===== config.mk =====
export PLATFORM = sky130hd
export DESIGN_NAME = sliding_window_rate_meter
export DESIGN_NICKNAME = d
export VERILOG_FILES = /design/src/design/swrm_pkg.sv /design/src/design/swrm_ring.sv /design/src/design/swrm_divider.sv /design/src/design/sliding_window_rate_meter.sv
export VERILOG_INCLUDE_DIRS = /design/src /design/src/design
export SDC_FILE = /design/constraint.sdc
export NUM_CORES = 2
export LEC_CHECK = 0
export ABC_CLOCK_PERIOD_IN_PS = 11800
export BUFFER_PORTS_ARGS = -buffer_cell sky130_fd_sc_hd__clkbuf_2
export CAP_MARGIN = 30
export CORE_MARGIN = 5
export CORE_UTILIZATION = 45
export DETAILED_ROUTE_END_ITERATION = 8
export GPL_TIMING_DRIVEN = 0
export PLACE_DENSITY_LB_ADDON = 0.2
export SLEW_MARGIN = 20
export SYNTH_ARGS = -nofsm -noshare
export SYNTH_HDL_FRONTEND = slang
export SYNTH_HIERARCHICAL = 1
export SYNTH_SLANG_ARGS = --single-unit

===== constraint.sdc =====
create_clock -name clock -period 11.8 [get_ports clock]
set_input_delay 2.36 -clock clock [delete_from_list [all_inputs] [get_ports clock]]
set_output_delay 2.36 -clock clock [all_outputs]
set_load 0.01 [all_outputs]

===== src/design/assert_macros.svh =====
// ---------------------------------------------------------------------------
// assert_macros.svh
// concurrent assertion helpers, compiled out when SYNTH is defined
// ---------------------------------------------------------------------------
`ifndef ASSERT_MACROS_SVH
`define ASSERT_MACROS_SVH

`ifndef SYNTH

// property must hold at every clock edge outside reset
`define SWRM_ASSERT(lbl, clk, rst, prop, msg) \
   lbl: assert property (@(posedge clk) disable iff (rst) (prop)) else $error(msg);

// consequent must hold in the cycle after the antecedent
`define SWRM_ASSERT_NEXT(lbl, clk, rst, ante, cons, msg) \
   lbl: assert property (@(posedge clk) disable iff (rst) (ante) |=> (cons)) else $error(msg);

`else

`define SWRM_ASSERT(lbl, clk, rst, prop, msg)

`define SWRM_ASSERT_NEXT(lbl, clk, rst, ante, cons, msg)

`endif

`endif


===== src/design/swrm_pkg.sv =====
// ---------------------------------------------------------------------------
// swrm_pkg
// shared types and constants of the sliding window rate meter
// ---------------------------------------------------------------------------
`timescale 1ns / 1ps
`default_nettype none

package swrm_pkg;

   // field widths
   localparam int BYTES_W  = 48;
   localparam int TIME_W   = 48;
   localparam int RATE_W   = 48;
   localparam int WINDOW_W = 20;

   // scaled byte delta: bytes * 1000 stays below 2^58
   localparam int NUMER_W   = 58;
   localparam int DIV_STEPS = NUMER_W;
   localparam int DIV_CNT_W = $clog2(DIV_STEPS);

   localparam logic [WINDOW_W-1:0] WINDOW_RESET = WINDOW_W'(2000);
   localparam logic [NUMER_W-1:0]  MS_PER_S     = NUMER_W'(1000);

   // operation codes
   localparam logic OP_QUERY  = 1'b0;
   localparam logic OP_RECORD = 1'b1;

   // input transaction
   typedef struct packed {
      logic               operation;
      logic [BYTES_W-1:0] byte_count;
      logic [TIME_W-1:0]  now_ms;
   } req_type;

   // result transaction
   typedef struct packed {
      logic [RATE_W-1:0] rate_bps;
      logic              rate_valid;
   } rsp_type;

   // one ring entry
   typedef struct packed {
      logic [BYTES_W-1:0] bytes;
      logic [TIME_W-1:0]  times;
   } sample_type;

   // sequencer states
   typedef enum logic [3:0] {
      ST_IDLE,
      ST_NEWEST,
      ST_NEWEST_CAP,
      ST_SCAN_RD,
      ST_SCAN_CHK,
      ST_CHECK,
      ST_SCALE,
      ST_DIV_GO,
      ST_DIV_WAIT,
      ST_FINISH
   } state_type;

endpackage

`default_nettype wire


===== src/design/swrm_ring.sv =====
// ---------------------------------------------------------------------------
// swrm_ring
// sample ring storage: one write port, one read port, registered read data
// ---------------------------------------------------------------------------
`timescale 1ns / 1ps
`default_nettype none

module swrm_ring
   import swrm_pkg::*;
#(
   parameter int DEPTH = 16,
   parameter int AW    = 4
) (
   input  wire logic          clock,
   input  wire logic          wr_en,
   input  wire logic [AW-1:0] wr_addr,
   input  wire sample_type    wr_data,
   input  wire logic          rd_en,
   input  wire logic [AW-1:0] rd_addr,
   output sample_type         rd_data
);

   sample_type mem_ff [DEPTH];
   sample_type rd_data_ff;

   // write port
   always_ff @(posedge clock) begin
      if (wr_en) begin
         mem_ff[wr_addr] <= wr_data;
      end
   end

   // read port, registered read data
   always_ff @(posedge clock) begin
      if (rd_en) begin
         rd_data_ff <= mem_ff[rd_addr];
      end
   end

   assign rd_data = rd_data_ff;

endmodule

`default_nettype wire


===== src/design/swrm_divider.sv =====
// ---------------------------------------------------------------------------
// swrm_divider
// restoring radix-2 divider, one quotient bit per cycle
// ---------------------------------------------------------------------------
`timescale 1ns / 1ps
`default_nettype none

module swrm_divider
   import swrm_pkg::*;
(
   input  wire logic               clock,
   input  wire logic               reset,
   input  wire logic               start,
   input  wire logic [NUMER_W-1:0] numer,
   input  wire logic [TIME_W-1:0]  denom,
   output logic                    done,
   output logic [NUMER_W-1:0]      quot
);

   logic                 busy_ff,  busy_in;
   logic                 done_ff,  done_in;
   logic [DIV_CNT_W-1:0] count_ff, count_in;
   logic [TIME_W-1:0]    rem_ff,   rem_in;
   logic [NUMER_W-1:0]   quot_ff,  quot_in;
   logic [TIME_W-1:0]    denom_ff, denom_in;
   logic [TIME_W:0]      trial;
   logic [TIME_W:0]      diff;
   logic                 fits;

   // one shift-subtract step
   always_comb begin
      trial = {rem_ff, quot_ff[NUMER_W-1]};
      diff  = trial - {1'b0, denom_ff};
      fits  = trial >= {1'b0, denom_ff};
   end

   always_comb begin
      busy_in  = busy_ff;
      done_in  = 1'b0;
      count_in = count_ff;
      rem_in   = rem_ff;
      quot_in  = quot_ff;
      denom_in = denom_ff;
      if (start) begin
         busy_in  = 1'b1;
         count_in = '0;
         rem_in   = '0;
         quot_in  = numer;
         denom_in = denom;
      end else if (busy_ff) begin
         rem_in   = fits ? diff[TIME_W-1:0] : trial[TIME_W-1:0];
         quot_in  = {quot_ff[NUMER_W-2:0], fits};
         count_in = count_ff + DIV_CNT_W'(1);
         if (count_ff == DIV_CNT_W'(DIV_STEPS - 1)) begin
            busy_in = 1'b0;
            done_in = 1'b1;
         end
      end
   end

   // control
   always_ff @(posedge clock) begin
      if (reset) begin
         busy_ff <= 1'b0;
         done_ff <= 1'b0;
      end else begin
         busy_ff <= busy_in;
         done_ff <= done_in;
      end
   end

   // datapath
   always_ff @(posedge clock) begin
      count_ff <= count_in;
      rem_ff   <= rem_in;
      quot_ff  <= quot_in;
      denom_ff <= denom_in;
   end

   assign done = done_ff;
   assign quot = quot_ff;

endmodule

`default_nettype wire


===== src/design/sliding_window_rate_meter.sv =====
// ---------------------------------------------------------------------------
// sliding_window_rate_meter
// throughput over a time window from a ring of cumulative byte samples
// ---------------------------------------------------------------------------
//
//   port group | direction | handshake           | payload
//   req_*      | in        | req_valid/req_stall | req_type  (operation, byte_count, now_ms)
//   rsp_*      | out       | rsp_valid/rsp_stall | rsp_type  (rate_bps, rate_valid)
//   csr_*      | in        | csr_wr_en           | csr_wr_data = window_ms
//
// one transaction at a time; the time for a valid rate grows with k, the number
// of ring entries read before the window start is found (1 to NUM_SAMPLES-1),
// and is set by the ring read loop (ST_SCAN_RD, ST_SCAN_CHK) and the serial
// divider; invalid results finish without starting the divider.
// reset empties the ring through the fill count, no clearing pass is needed.
// the result register lets the next transaction start while a result is held
// under rsp_stall.
// ---------------------------------------------------------------------------
`timescale 1ns / 1ps
`default_nettype none

`include "assert_macros.svh"

module sliding_window_rate_meter
   import swrm_pkg::*;
#(
   parameter int NUM_SAMPLES = 16
) (
   input  wire logic                clock,
   input  wire logic                reset,
   input  wire logic                req_valid,
   output logic                     req_stall,
   input  wire req_type             req_data,
   output logic                     rsp_valid,
   input  wire logic                rsp_stall,
   output rsp_type                  rsp_data,
   input  wire logic                csr_wr_en,
   input  wire logic [WINDOW_W-1:0] csr_wr_data
);

   localparam int AW = $clog2(NUM_SAMPLES);
   localparam int CW = $clog2(NUM_SAMPLES + 1);

   // control registers
   state_type            state_ff,  state_in;
   logic [AW-1:0]        slot_ff,   slot_in;
   logic [CW-1:0]        fill_ff,   fill_in;
   logic [WINDOW_W-1:0]  window_ff, window_in;
   logic                 rsp_valid_ff, rsp_valid_in;

   // datapath registers
   logic [TIME_W-1:0]    cutoff_ff, cutoff_in;
   sample_type           newest_ff, newest_in;
   sample_type           chosen_ff, chosen_in;
   logic [AW-1:0]        ptr_ff,    ptr_in;
   logic [CW-1:0]        remain_ff, remain_in;
   logic [BYTES_W-1:0]   db_ff,     db_in;
   logic [TIME_W-1:0]    dt_ff,     dt_in;
   logic [NUMER_W-1:0]   numer_ff,  numer_in;
   logic [RATE_W-1:0]    res_rate_ff, res_rate_in;
   logic                 res_ok_ff,   res_ok_in;
   rsp_type              rsp_data_ff, rsp_data_in;

   // sequencer outputs
   logic                 accept;
   logic                 mem_wr_en;
   logic                 mem_rd_en;
   logic [AW-1:0]        mem_rd_addr;
   sample_type           mem_wr_data;
   sample_type           mem_rd_data;
   logic                 div_start;
   logic                 div_done;
   logic [NUMER_W-1:0]   div_quot;
   logic                 rsp_load;

   // derived conditions
   logic [AW-1:0]        newest_addr;
   logic [CW:0]          first_wide;
   logic                 too_few;
   logic                 hit;
   logic                 last_entry;
   logic                 bad_pair;
   logic [TIME_W-1:0]    win_ext;

   assign accept = req_valid && !req_stall;

   // ring addresses and checks
   always_comb begin
      newest_addr = (slot_ff == '0) ? AW'(NUM_SAMPLES - 1) : slot_ff - AW'(1);
      if ({1'b0, (CW)'(slot_ff)} >= {1'b0, fill_ff}) begin
         first_wide = {1'b0, (CW)'(slot_ff)} - {1'b0, fill_ff};
      end else begin
         first_wide = {1'b0, (CW)'(slot_ff)} + (CW+1)'(NUM_SAMPLES) - {1'b0, fill_ff};
      end
      too_few    = fill_ff < CW'(2);
      hit        = mem_rd_data.times >= cutoff_ff;
      last_entry = remain_ff == CW'(1);
      bad_pair   = (newest_ff.times <= chosen_ff.times) ||
                   (newest_ff.bytes < chosen_ff.bytes);
      win_ext    = TIME_W'(window_ff);
   end

   // next state
   always_comb begin
      state_in = state_ff;
      case (state_ff)
         ST_IDLE: begin
            if (accept) state_in = ST_NEWEST;
         end
         ST_NEWEST: begin
            state_in = too_few ? ST_FINISH : ST_NEWEST_CAP;
         end
         ST_NEWEST_CAP: state_in = ST_SCAN_RD;
         ST_SCAN_RD:    state_in = ST_SCAN_CHK;
         ST_SCAN_CHK: begin
            if (hit)             state_in = ST_CHECK;
            else if (last_entry) state_in = ST_FINISH;
            else                 state_in = ST_SCAN_RD;
         end
         ST_CHECK: begin
            state_in = bad_pair ? ST_FINISH : ST_SCALE;
         end
         ST_SCALE:  state_in = ST_DIV_GO;
         ST_DIV_GO: state_in = ST_DIV_WAIT;
         ST_DIV_WAIT: begin
            if (div_done) state_in = ST_FINISH;
         end
         ST_FINISH: begin
            if (!rsp_valid_ff || !rsp_stall) state_in = ST_IDLE;
         end
         default: state_in = ST_IDLE;
      endcase
   end

   // sequencer outputs
   always_comb begin
      req_stall   = 1'b1;
      mem_rd_en   = 1'b0;
      mem_rd_addr = ptr_ff;
      div_start   = 1'b0;
      rsp_load    = 1'b0;
      case (state_ff)
         ST_IDLE:   req_stall = 1'b0;
         ST_NEWEST: begin
            mem_rd_en   = 1'b1;
            mem_rd_addr = newest_addr;
         end
         ST_SCAN_RD: mem_rd_en = 1'b1;
         ST_DIV_GO:  div_start = 1'b1;
         ST_FINISH:  rsp_load  = !rsp_valid_ff || !rsp_stall;
         default: ;
      endcase
   end

   assign mem_wr_en   = accept && (req_data.operation == OP_RECORD);
   assign mem_wr_data = '{bytes: req_data.byte_count, times: req_data.now_ms};

   // datapath next values
   always_comb begin
      slot_in     = slot_ff;
      fill_in     = fill_ff;
      window_in   = csr_wr_en ? csr_wr_data : window_ff;
      cutoff_in   = cutoff_ff;
      newest_in   = newest_ff;
      chosen_in   = chosen_ff;
      ptr_in      = ptr_ff;
      remain_in   = remain_ff;
      db_in       = db_ff;
      dt_in       = dt_ff;
      numer_in    = numer_ff;
      res_rate_in = res_rate_ff;
      res_ok_in   = res_ok_ff;
      rsp_data_in = rsp_data_ff;

      // sample write and window start
      if (accept) begin
         cutoff_in = (req_data.now_ms > win_ext) ? req_data.now_ms - win_ext : '0;
         if (mem_wr_en) begin
            slot_in = (slot_ff == AW'(NUM_SAMPLES - 1)) ? '0 : slot_ff + AW'(1);
            if (fill_ff != CW'(NUM_SAMPLES)) fill_in = fill_ff + CW'(1);
         end
      end

      case (state_ff)
         ST_NEWEST: begin
            ptr_in      = first_wide[AW-1:0];
            remain_in   = fill_ff - CW'(1);
            res_ok_in   = 1'b0;
            res_rate_in = '0;
         end
         ST_NEWEST_CAP: newest_in = mem_rd_data;
         ST_SCAN_CHK: begin
            chosen_in = mem_rd_data;
            remain_in = remain_ff - CW'(1);
            ptr_in    = (ptr_ff == AW'(NUM_SAMPLES - 1)) ? '0 : ptr_ff + AW'(1);
         end
         ST_CHECK: begin
            db_in = newest_ff.bytes - chosen_ff.bytes;
            dt_in = newest_ff.times - chosen_ff.times;
         end
         ST_SCALE: numer_in = NUMER_W'(db_ff) * MS_PER_S;
         ST_DIV_WAIT: begin
            if (div_done) begin
               res_ok_in   = 1'b1;
               res_rate_in = (div_quot[NUMER_W-1:RATE_W] != '0) ? '1 : div_quot[RATE_W-1:0];
            end
         end
         default: ;
      endcase

      if (rsp_load) begin
         rsp_data_in = '{rate_bps: res_rate_ff, rate_valid: res_ok_ff};
      end
   end

   // result handshake
   always_comb begin
      if (rsp_load)        rsp_valid_in = 1'b1;
      else if (!rsp_stall) rsp_valid_in = 1'b0;
      else                 rsp_valid_in = rsp_valid_ff;
   end

   // control state
   always_ff @(posedge clock) begin
      if (reset) begin
         state_ff     <= ST_IDLE;
         slot_ff      <= '0;
         fill_ff      <= '0;
         window_ff    <= WINDOW_RESET;
         rsp_valid_ff <= 1'b0;
      end else begin
         state_ff     <= state_in;
         slot_ff      <= slot_in;
         fill_ff      <= fill_in;
         window_ff    <= window_in;
         rsp_valid_ff <= rsp_valid_in;
      end
   end

   // payload state
   always_ff @(posedge clock) begin
      cutoff_ff   <= cutoff_in;
      newest_ff   <= newest_in;
      chosen_ff   <= chosen_in;
      ptr_ff      <= ptr_in;
      remain_ff   <= remain_in;
      db_ff       <= db_in;
      dt_ff       <= dt_in;
      numer_ff    <= numer_in;
      res_rate_ff <= res_rate_in;
      res_ok_ff   <= res_ok_in;
      rsp_data_ff <= rsp_data_in;
   end

   // sample ring
   swrm_ring #(
      .DEPTH (NUM_SAMPLES),
      .AW    (AW)
   ) u_ring (
      .clock   (clock),
      .wr_en   (mem_wr_en),
      .wr_addr (slot_ff),
      .wr_data (mem_wr_data),
      .rd_en   (mem_rd_en),
      .rd_addr (mem_rd_addr),
      .rd_data (mem_rd_data)
   );

   // serial divider
   swrm_divider u_divider (
      .clock (clock),
      .reset (reset),
      .start (div_start),
      .numer (numer_ff),
      .denom (dt_ff),
      .done  (div_done),
      .quot  (div_quot)
   );

   assign rsp_valid = rsp_valid_ff;
   assign rsp_data  = rsp_data_ff;

   // checks
   `SWRM_ASSERT(a_fill_bound, clock, reset, fill_ff <= CW'(NUM_SAMPLES), "fill count above ring depth")
   `SWRM_ASSERT_NEXT(a_accept_starts, clock, reset, accept, state_ff == ST_NEWEST, "transaction did not start ring read")
   `SWRM_ASSERT(a_no_overwrite, clock, reset, !rsp_load || !rsp_valid_ff || !rsp_stall, "result overwritten while stalled")
   `SWRM_ASSERT(a_invalid_zero, clock, reset, !rsp_valid || rsp_data.rate_valid || (rsp_data.rate_bps == '0), "invalid result with nonzero rate")
   `SWRM_ASSERT_NEXT(a_div_done_finish, clock, reset, (state_ff == ST_DIV_WAIT) && div_done, res_ok_ff && (state_ff == ST_FINISH), "divider result not taken")

endmodule

`default_nettype wire

# After elaboration in Yosys (flattened, before gate mapping)
# Memory sizes are Yosys's and may differ from the RTL's. A register that Yosys moved wholly into a read port is not among the register bits.
# Index checks and enable logic that the tools add are counted.
[op_classes] n_mux=35 add_sub_neg=14 n_lt_le_gt_ge=7 eq_ne=18 bitwise=1 mul=1 n_reduce_logical=18
[op_table] op="two-way mux 48 bit" count=3
[op_table] op="subtractor 48 bit" count=3
[op_table] op="two-way mux 58 bit" count=2
[op_table] op="case mux 48 bit (2 select lines)" count=1
[op_table] op="multiplier 48 x 7 -> 55 bit (second input constant)" count=1
[op_table] op="greater-or-equal comparator 49 x 48 -> 1 bit" count=1
[op_table] op="greater-or-equal comparator 48 bit" count=1
[op_table] op="> comparator 48 x 20 -> 1 bit" count=1
[op_table] op="<= comparator 48 bit" count=1
[op_table] op="less-than comparator 48 bit" count=1
[op_table] op="two-way mux 4 bit" count=12
[op_table] op="subtractor 48 x 20 -> 48 bit" count=1
[op_table] op="case mux 4 bit (10 select lines)" count=1
[op_table] op="== test 4 x 3 -> 1 bit (second input constant)" count=4
[op_table] op="== test 4 bit (second input constant)" count=4
[op_table] op="two-way mux 1 bit" count=13
[op_table] op="adder 4 x 1 -> 4 bit (second input constant)" count=3
[op_table] op="case mux 5 bit (2 select lines)" count=1
[op_table] op="nonzero test 10 bit" count=1
[op_table] op="subtractor 5 x 1 -> 5 bit (second input constant)" count=2
[op_table] op="== test 4 x 2 -> 1 bit (second input constant)" count=2
[op_table] op="zero test 4 bit" count=2
[op_table] op="case mux 4 bit (2 select lines)" count=1
[op_table] op="subtractor 4 bit" count=2
[op_table] op="other kinds (21)" count=30
[word_totals] memories=1 input_bits=122 mem_bits_rw=1536 reg_bits=694
[memory_table] memory="u_ring.mem_ff" words=16 width=96 read_ports=1 rd_ports_with_merged_regs=1 write_ports=1 line="swrm_ring.sv:23" rtl="sample_type mem_ff [DEPTH];"

# Logic depth before layout (Yosys ltp)
[depth] ltp_word=5 ltp_mapped=18

# Cells and area by module
# Netlist, hierarchy kept.
[by_module_without_submodules] module="swrm_ring" cells_per_inst=2460 seq_area_each_um2=49007.0 area_per_inst_um2=60316.6 instances=1
[by_module_without_submodules] module="sliding_window_rate_meter" cells_per_inst=2970 seq_area_each_um2=15635.0 area_per_inst_um2=33801.2 instances=1
[by_module_without_submodules] module="swrm_divider" cells_per_inst=964 seq_area_each_um2=4304.1 area_per_inst_um2=9611.7 instances=1

# Worst setup path after synthesis
# Ideal clock, no wire load.
[synth_timing] path_type="input-to-reg" startpoint="in req_valid" endpoint="mem u_ring/mem_ff[0][0] (netlist name), enable pin" setup_time_ns=0.668 n_path_buf=0 t_arrival_ns=11.059 path_slack_ns=0.073 cell_stages=5 t_required_ns=11.132 path_cell_list="and2_1 -> nand2_1 -> inv_1 -> or3b_2 -> nor3_1"
[synth_via] elab_chain_len=4
[synth_lines] element="from (decl)" line="sliding_window_rate_meter.sv:31" rtl="input wire logic req_valid,"
[synth_lines] element="logical AND 1 bit" line="sliding_window_rate_meter.sv:85" rtl="assign accept = req_valid && !req_stall;"
[synth_lines] element="logical AND 1 bit" line="sliding_window_rate_meter.sv:155" rtl="assign mem_wr_en = accept && (req_data.operation == OP_RECORD);"
[synth_lines] element="named net mem_wr_en" line="sliding_window_rate_meter.sv:66" rtl="logic mem_wr_en;"
[synth_lines] element="two-way mux 1 bit" line="swrm_ring.sv:28" rtl="if (wr_en) begin"
[synth_lines] element="two-way mux 1 bit (implied by the code)" line="swrm_ring.sv:29" rtl="mem_ff[wr_addr] <= wr_data;"
[synth_lines] element="to (decl)" line="swrm_ring.sv:23"
# The timed path passes the listed nets, and every way through them passes these cells.

# Final worst setup path
[layout_timing] startpoint="reg db_ff[28]" endpoint="reg numer_ff[56] (data pin)"
[layout_via] elab_chain_len=1
[layout_lines] element="from (decl)" line="sliding_window_rate_meter.sv:57" rtl="logic [BYTES_W-1:0] db_ff, db_in;"
[layout_lines] element="from (signal assigned)" line="sliding_window_rate_meter.sv:247" rtl="db_ff <= db_in;"
[layout_lines] element="multiplier 48 x 7 -> 55 bit" line="sliding_window_rate_meter.sv:201" rtl="ST_SCALE: numer_in = NUMER_W'(db_ff) * MS_PER_S;"
[layout_lines] element="to (signal assigned)" line="sliding_window_rate_meter.sv:249" rtl="numer_ff <= numer_in;"
[layout_lines] element="to (decl)" line="sliding_window_rate_meter.sv:59" rtl="logic [NUMER_W-1:0] numer_ff, numer_in;"
# No other way between the ends.
# A chain may end at the register's enable or synchronous reset.

==> flow_metrics.env <==
export IMPL_outcome="finished clean"
export IMPL_hold_class="reg2reg"
export IMPL_setup_slack_ns=5.97
export IMPL_clockBufferDepth=3
export IMPL_grt_pass1_vias=57800
export IMPL_startpoint_type="register"
export IMPL_syn_to_final_growth_pct=14.7
export IMPL_syn_avg_cell_area_sq_um=16.2
export IMPL_hold_buffers=0
export IMPL_netlist_top_cells_area="edfxtp_1 65%, mux4_2 8.3%, ha_1 4.1%"
export IMPL_io_buffers=171
export IMPL_via_per_inst=5.56
export IMPL_antenna_found_initial=43
export IMPL_ys_seq_area_frac=0.665
export IMPL_grt_usage=0.200
export IMPL_pre_cts_ws_ns=5.26
export IMPL_firstDrtPassIters=5
export IMPL_cp_arrival_ns=6.43
export IMPL_grt_pass1_wl_mm=366
export IMPL_p_per_area_nw_per_um2=158
export IMPL_grt_overflow=0
export IMPL_clkLatencyLatePin_ns=0.90
export IMPL_cts_root_buf="clkbuf_16"
export IMPL_crit_family="adder cells"
export IMPL_h_tree_depth=4
export IMPL_synth_distinct_cells=102
export IMPL_synth_cells=6394
export IMPL_core_sq_um=230000
export IMPL_ys_ff_latch=2326
export IMPL_die_h_um=490
export IMPL_synth_top_area_share=0.647
export IMPL_cap_violations=0
export IMPL_synthFlopType="edfxtp_1"
export IMPL_whs_ns=0.386
export IMPL_required_ns=12.40
export IMPL_critPathSlowestCell="fa_1"
export IMPL_fin_crit_ns=5.83
export IMPL_finalCritPeriodShare=0.494
export IMPL_async_flop_share=0
export IMPL_start_util=0.452
export IMPL_io_pins=173
export IMPL_cp_end_kind="register"
export IMPL_path_clk_slew_ns=0.06
export IMPL_cp_slowest_stage_delay_ns=0.53
export IMPL_grt_start_max_net_pins=60
export IMPL_crit_path_start="db_ff[28]$_DFFE_PN_"
export IMPL_p_total_mw=18.8
export IMPL_clock_sinks=2326
export IMPL_cp_cell_sequence="inv_1, fa_1, fa_1, fa_1, fa_1, inv_1, ha_1, nand4_1, nor3_1, nand4_1, o22ai_1, o21ai_1, o2111ai_1, and3_1, nor2_1, o311a_1"
export IMPL_relSlewSlack=0.291
export IMPL_drtIter0Drc=4899
export IMPL_drive_gt1_frac=0.177
export IMPL_drc=0
export IMPL_hp_start="dt_ff[26]$_DFFE_PN_"
export IMPL_cts_tree="done"
export IMPL_hpwlAfterDp_mm=173
export IMPL_hold_viol_final=0
export IMPL_yosys_warnings=6
export IMPL_r2r_start="db_ff[28]$_DFFE_PN_"
export IMPL_cts_repair_resized=0
export IMPL_gp_congestion=0.888
export IMPL_cts_buffers=231
export IMPL_fin_nets=7618
export IMPL_ir_drop_v=0.000154
export IMPL_dp_cells=9758
export IMPL_rows=176
export IMPL_synth_largest_area_cell="edfxtp_1"
export IMPL_skew_ns=0.0863
export IMPL_path_max_fanout=6
export IMPL_worst_setup_path_type="reg2reg"
export IMPL_synth_edf_count=2236
export IMPL_dieArea_sq_um=240000
export IMPL_routedWlPerCell_um=23.8
export IMPL_antenna_left=0
export IMPL_worst_slew_pin_slew_ns=1.06
export IMPL_synthesis_area_sq_um=104000
export IMPL_yosysMostFrequentCell="edfxtp_1"
export IMPL_die_width_um=490
export IMPL_num_vias=56700
export IMPL_utilization=0.518
export IMPL_post_cts_buffers=0
export IMPL_power_leakage_nw=42.1
export IMPL_max_freq_mhz=172
export IMPL_slew_viol_final=0
export IMPL_rsz0062_at_grt="false"
export IMPL_critPathBufInv=2
export IMPL_stdcell_count=10200
export IMPL_synth_commonest_cells="2236 x edfxtp_1, 534 x inv_1, 384 x mux4_2, 344 x ha_1, 307 x nand2_1"
export IMPL_drt_wl_total_mm=243
export IMPL_crit_top_cell="fa_1"
export IMPL_setup_viol=0
==> per-stage QoR <==
stage	instance area, sq um	setup TNS, ns
2_1_floorplan	104000	0
5_1_grt	119000	0
4_1_cts	119000	0
3_3_place_gp	108000	-7123.62
6_report	119000	0
3_5_place_dp	111000	0
==> cell type report <==
type | instances | area [sq um]
multi-input cells | 3299 | 31700
clock inverters | 149 | 1590
repair buffers | 336 | 3620
plain buffers | 236 | 1210
inverters | 535 | 2010
clock buffers | 280 | 6000
well taps | 3026 | 3790
diodes | 23 | 57.6
fillers | 18800 | 111000
flip-flops and latches | 2326 | 68900
==> placed cells by master (no fill, tap or decap), types with 85 or more instances in the layout <==
cell and n:
clkbuf_1 166, a21oi_1 278, clkbuf_16 232, fa_1 187, xor2_1 85, a21o_1 127, a22oi_1 195, inv_1 533
edfxtp_1 2236, clkbuf_2 172, xnor2_1 138, dfxtp_1 90, mux4_2 384, o21ai_0 136, nor2_1 267, ha_1 344
nand2_1 306
==> report_power, final <==
group	leakage (nW)	total [mW]	switching, mW	internal [mW]
sequential	21.0	9.40	0.118	9.28
clock	3.66	7.29	3.17	4.12
combinational	17.5	2.16	1.29	0.872
total	42.1	18.8	4.57	14.3
==> registers in the layout, summed over array words and instances, names as in the netlist, 5 cells and up <==
register and cells:
dt_ff 48, u_ring/mem_ff 1536, cutoff_ff 48, fill_ff 5, db_ff 48, window_ff 20, u_divider/quot 58, remain_ff 5
numer_ff 55, chosen_ff 96, newest_ff 96, u_divider/rem_ff 48, u_ring/rd_data 96, u_divider/denom_ff 48, res_rate_ff 48, rsp_data 49
u_divider/count_ff 6
==> final timing paths <==
path / end / slack [ns] / cells after the start
max: numer_ff[56]$_DFFE_PP_ / 5.97 / 16
min: u_divider/denom_ff[26]$_DFFE_PP_ / 0.39 / 0
max reg2reg: numer_ff[56]$_DFFE_PP_ / 5.97 / 16
min reg2reg: u_divider/denom_ff[26]$_DFFE_PP_ / 0.39 / 0
==> kinds of logic after synthesis <==
group,after synthesis,share of synthesized area
muxes,476,0.0930
DFF,2326,0.665
other,1,0.0000362
and+or+nand+nor,968,0.0437
xor gates and xnor gates,223,0.0188
buffers and inverters,771,0.0309
adders and majority gates,531,0.0776
AOI/OAI and AO/OA,1098,0.0712
==> metal layers <==
layer  share of wire  vias to the layer above  GRT usage
met5         0.00029                        -          0
met3           0.066                      374     0.0346
li1                -                    25800          -
met1            0.44                    28800      0.286
met4           0.029                       10     0.0640
met2            0.47                     1703      0.317
(Power assumes the default switching activity.)
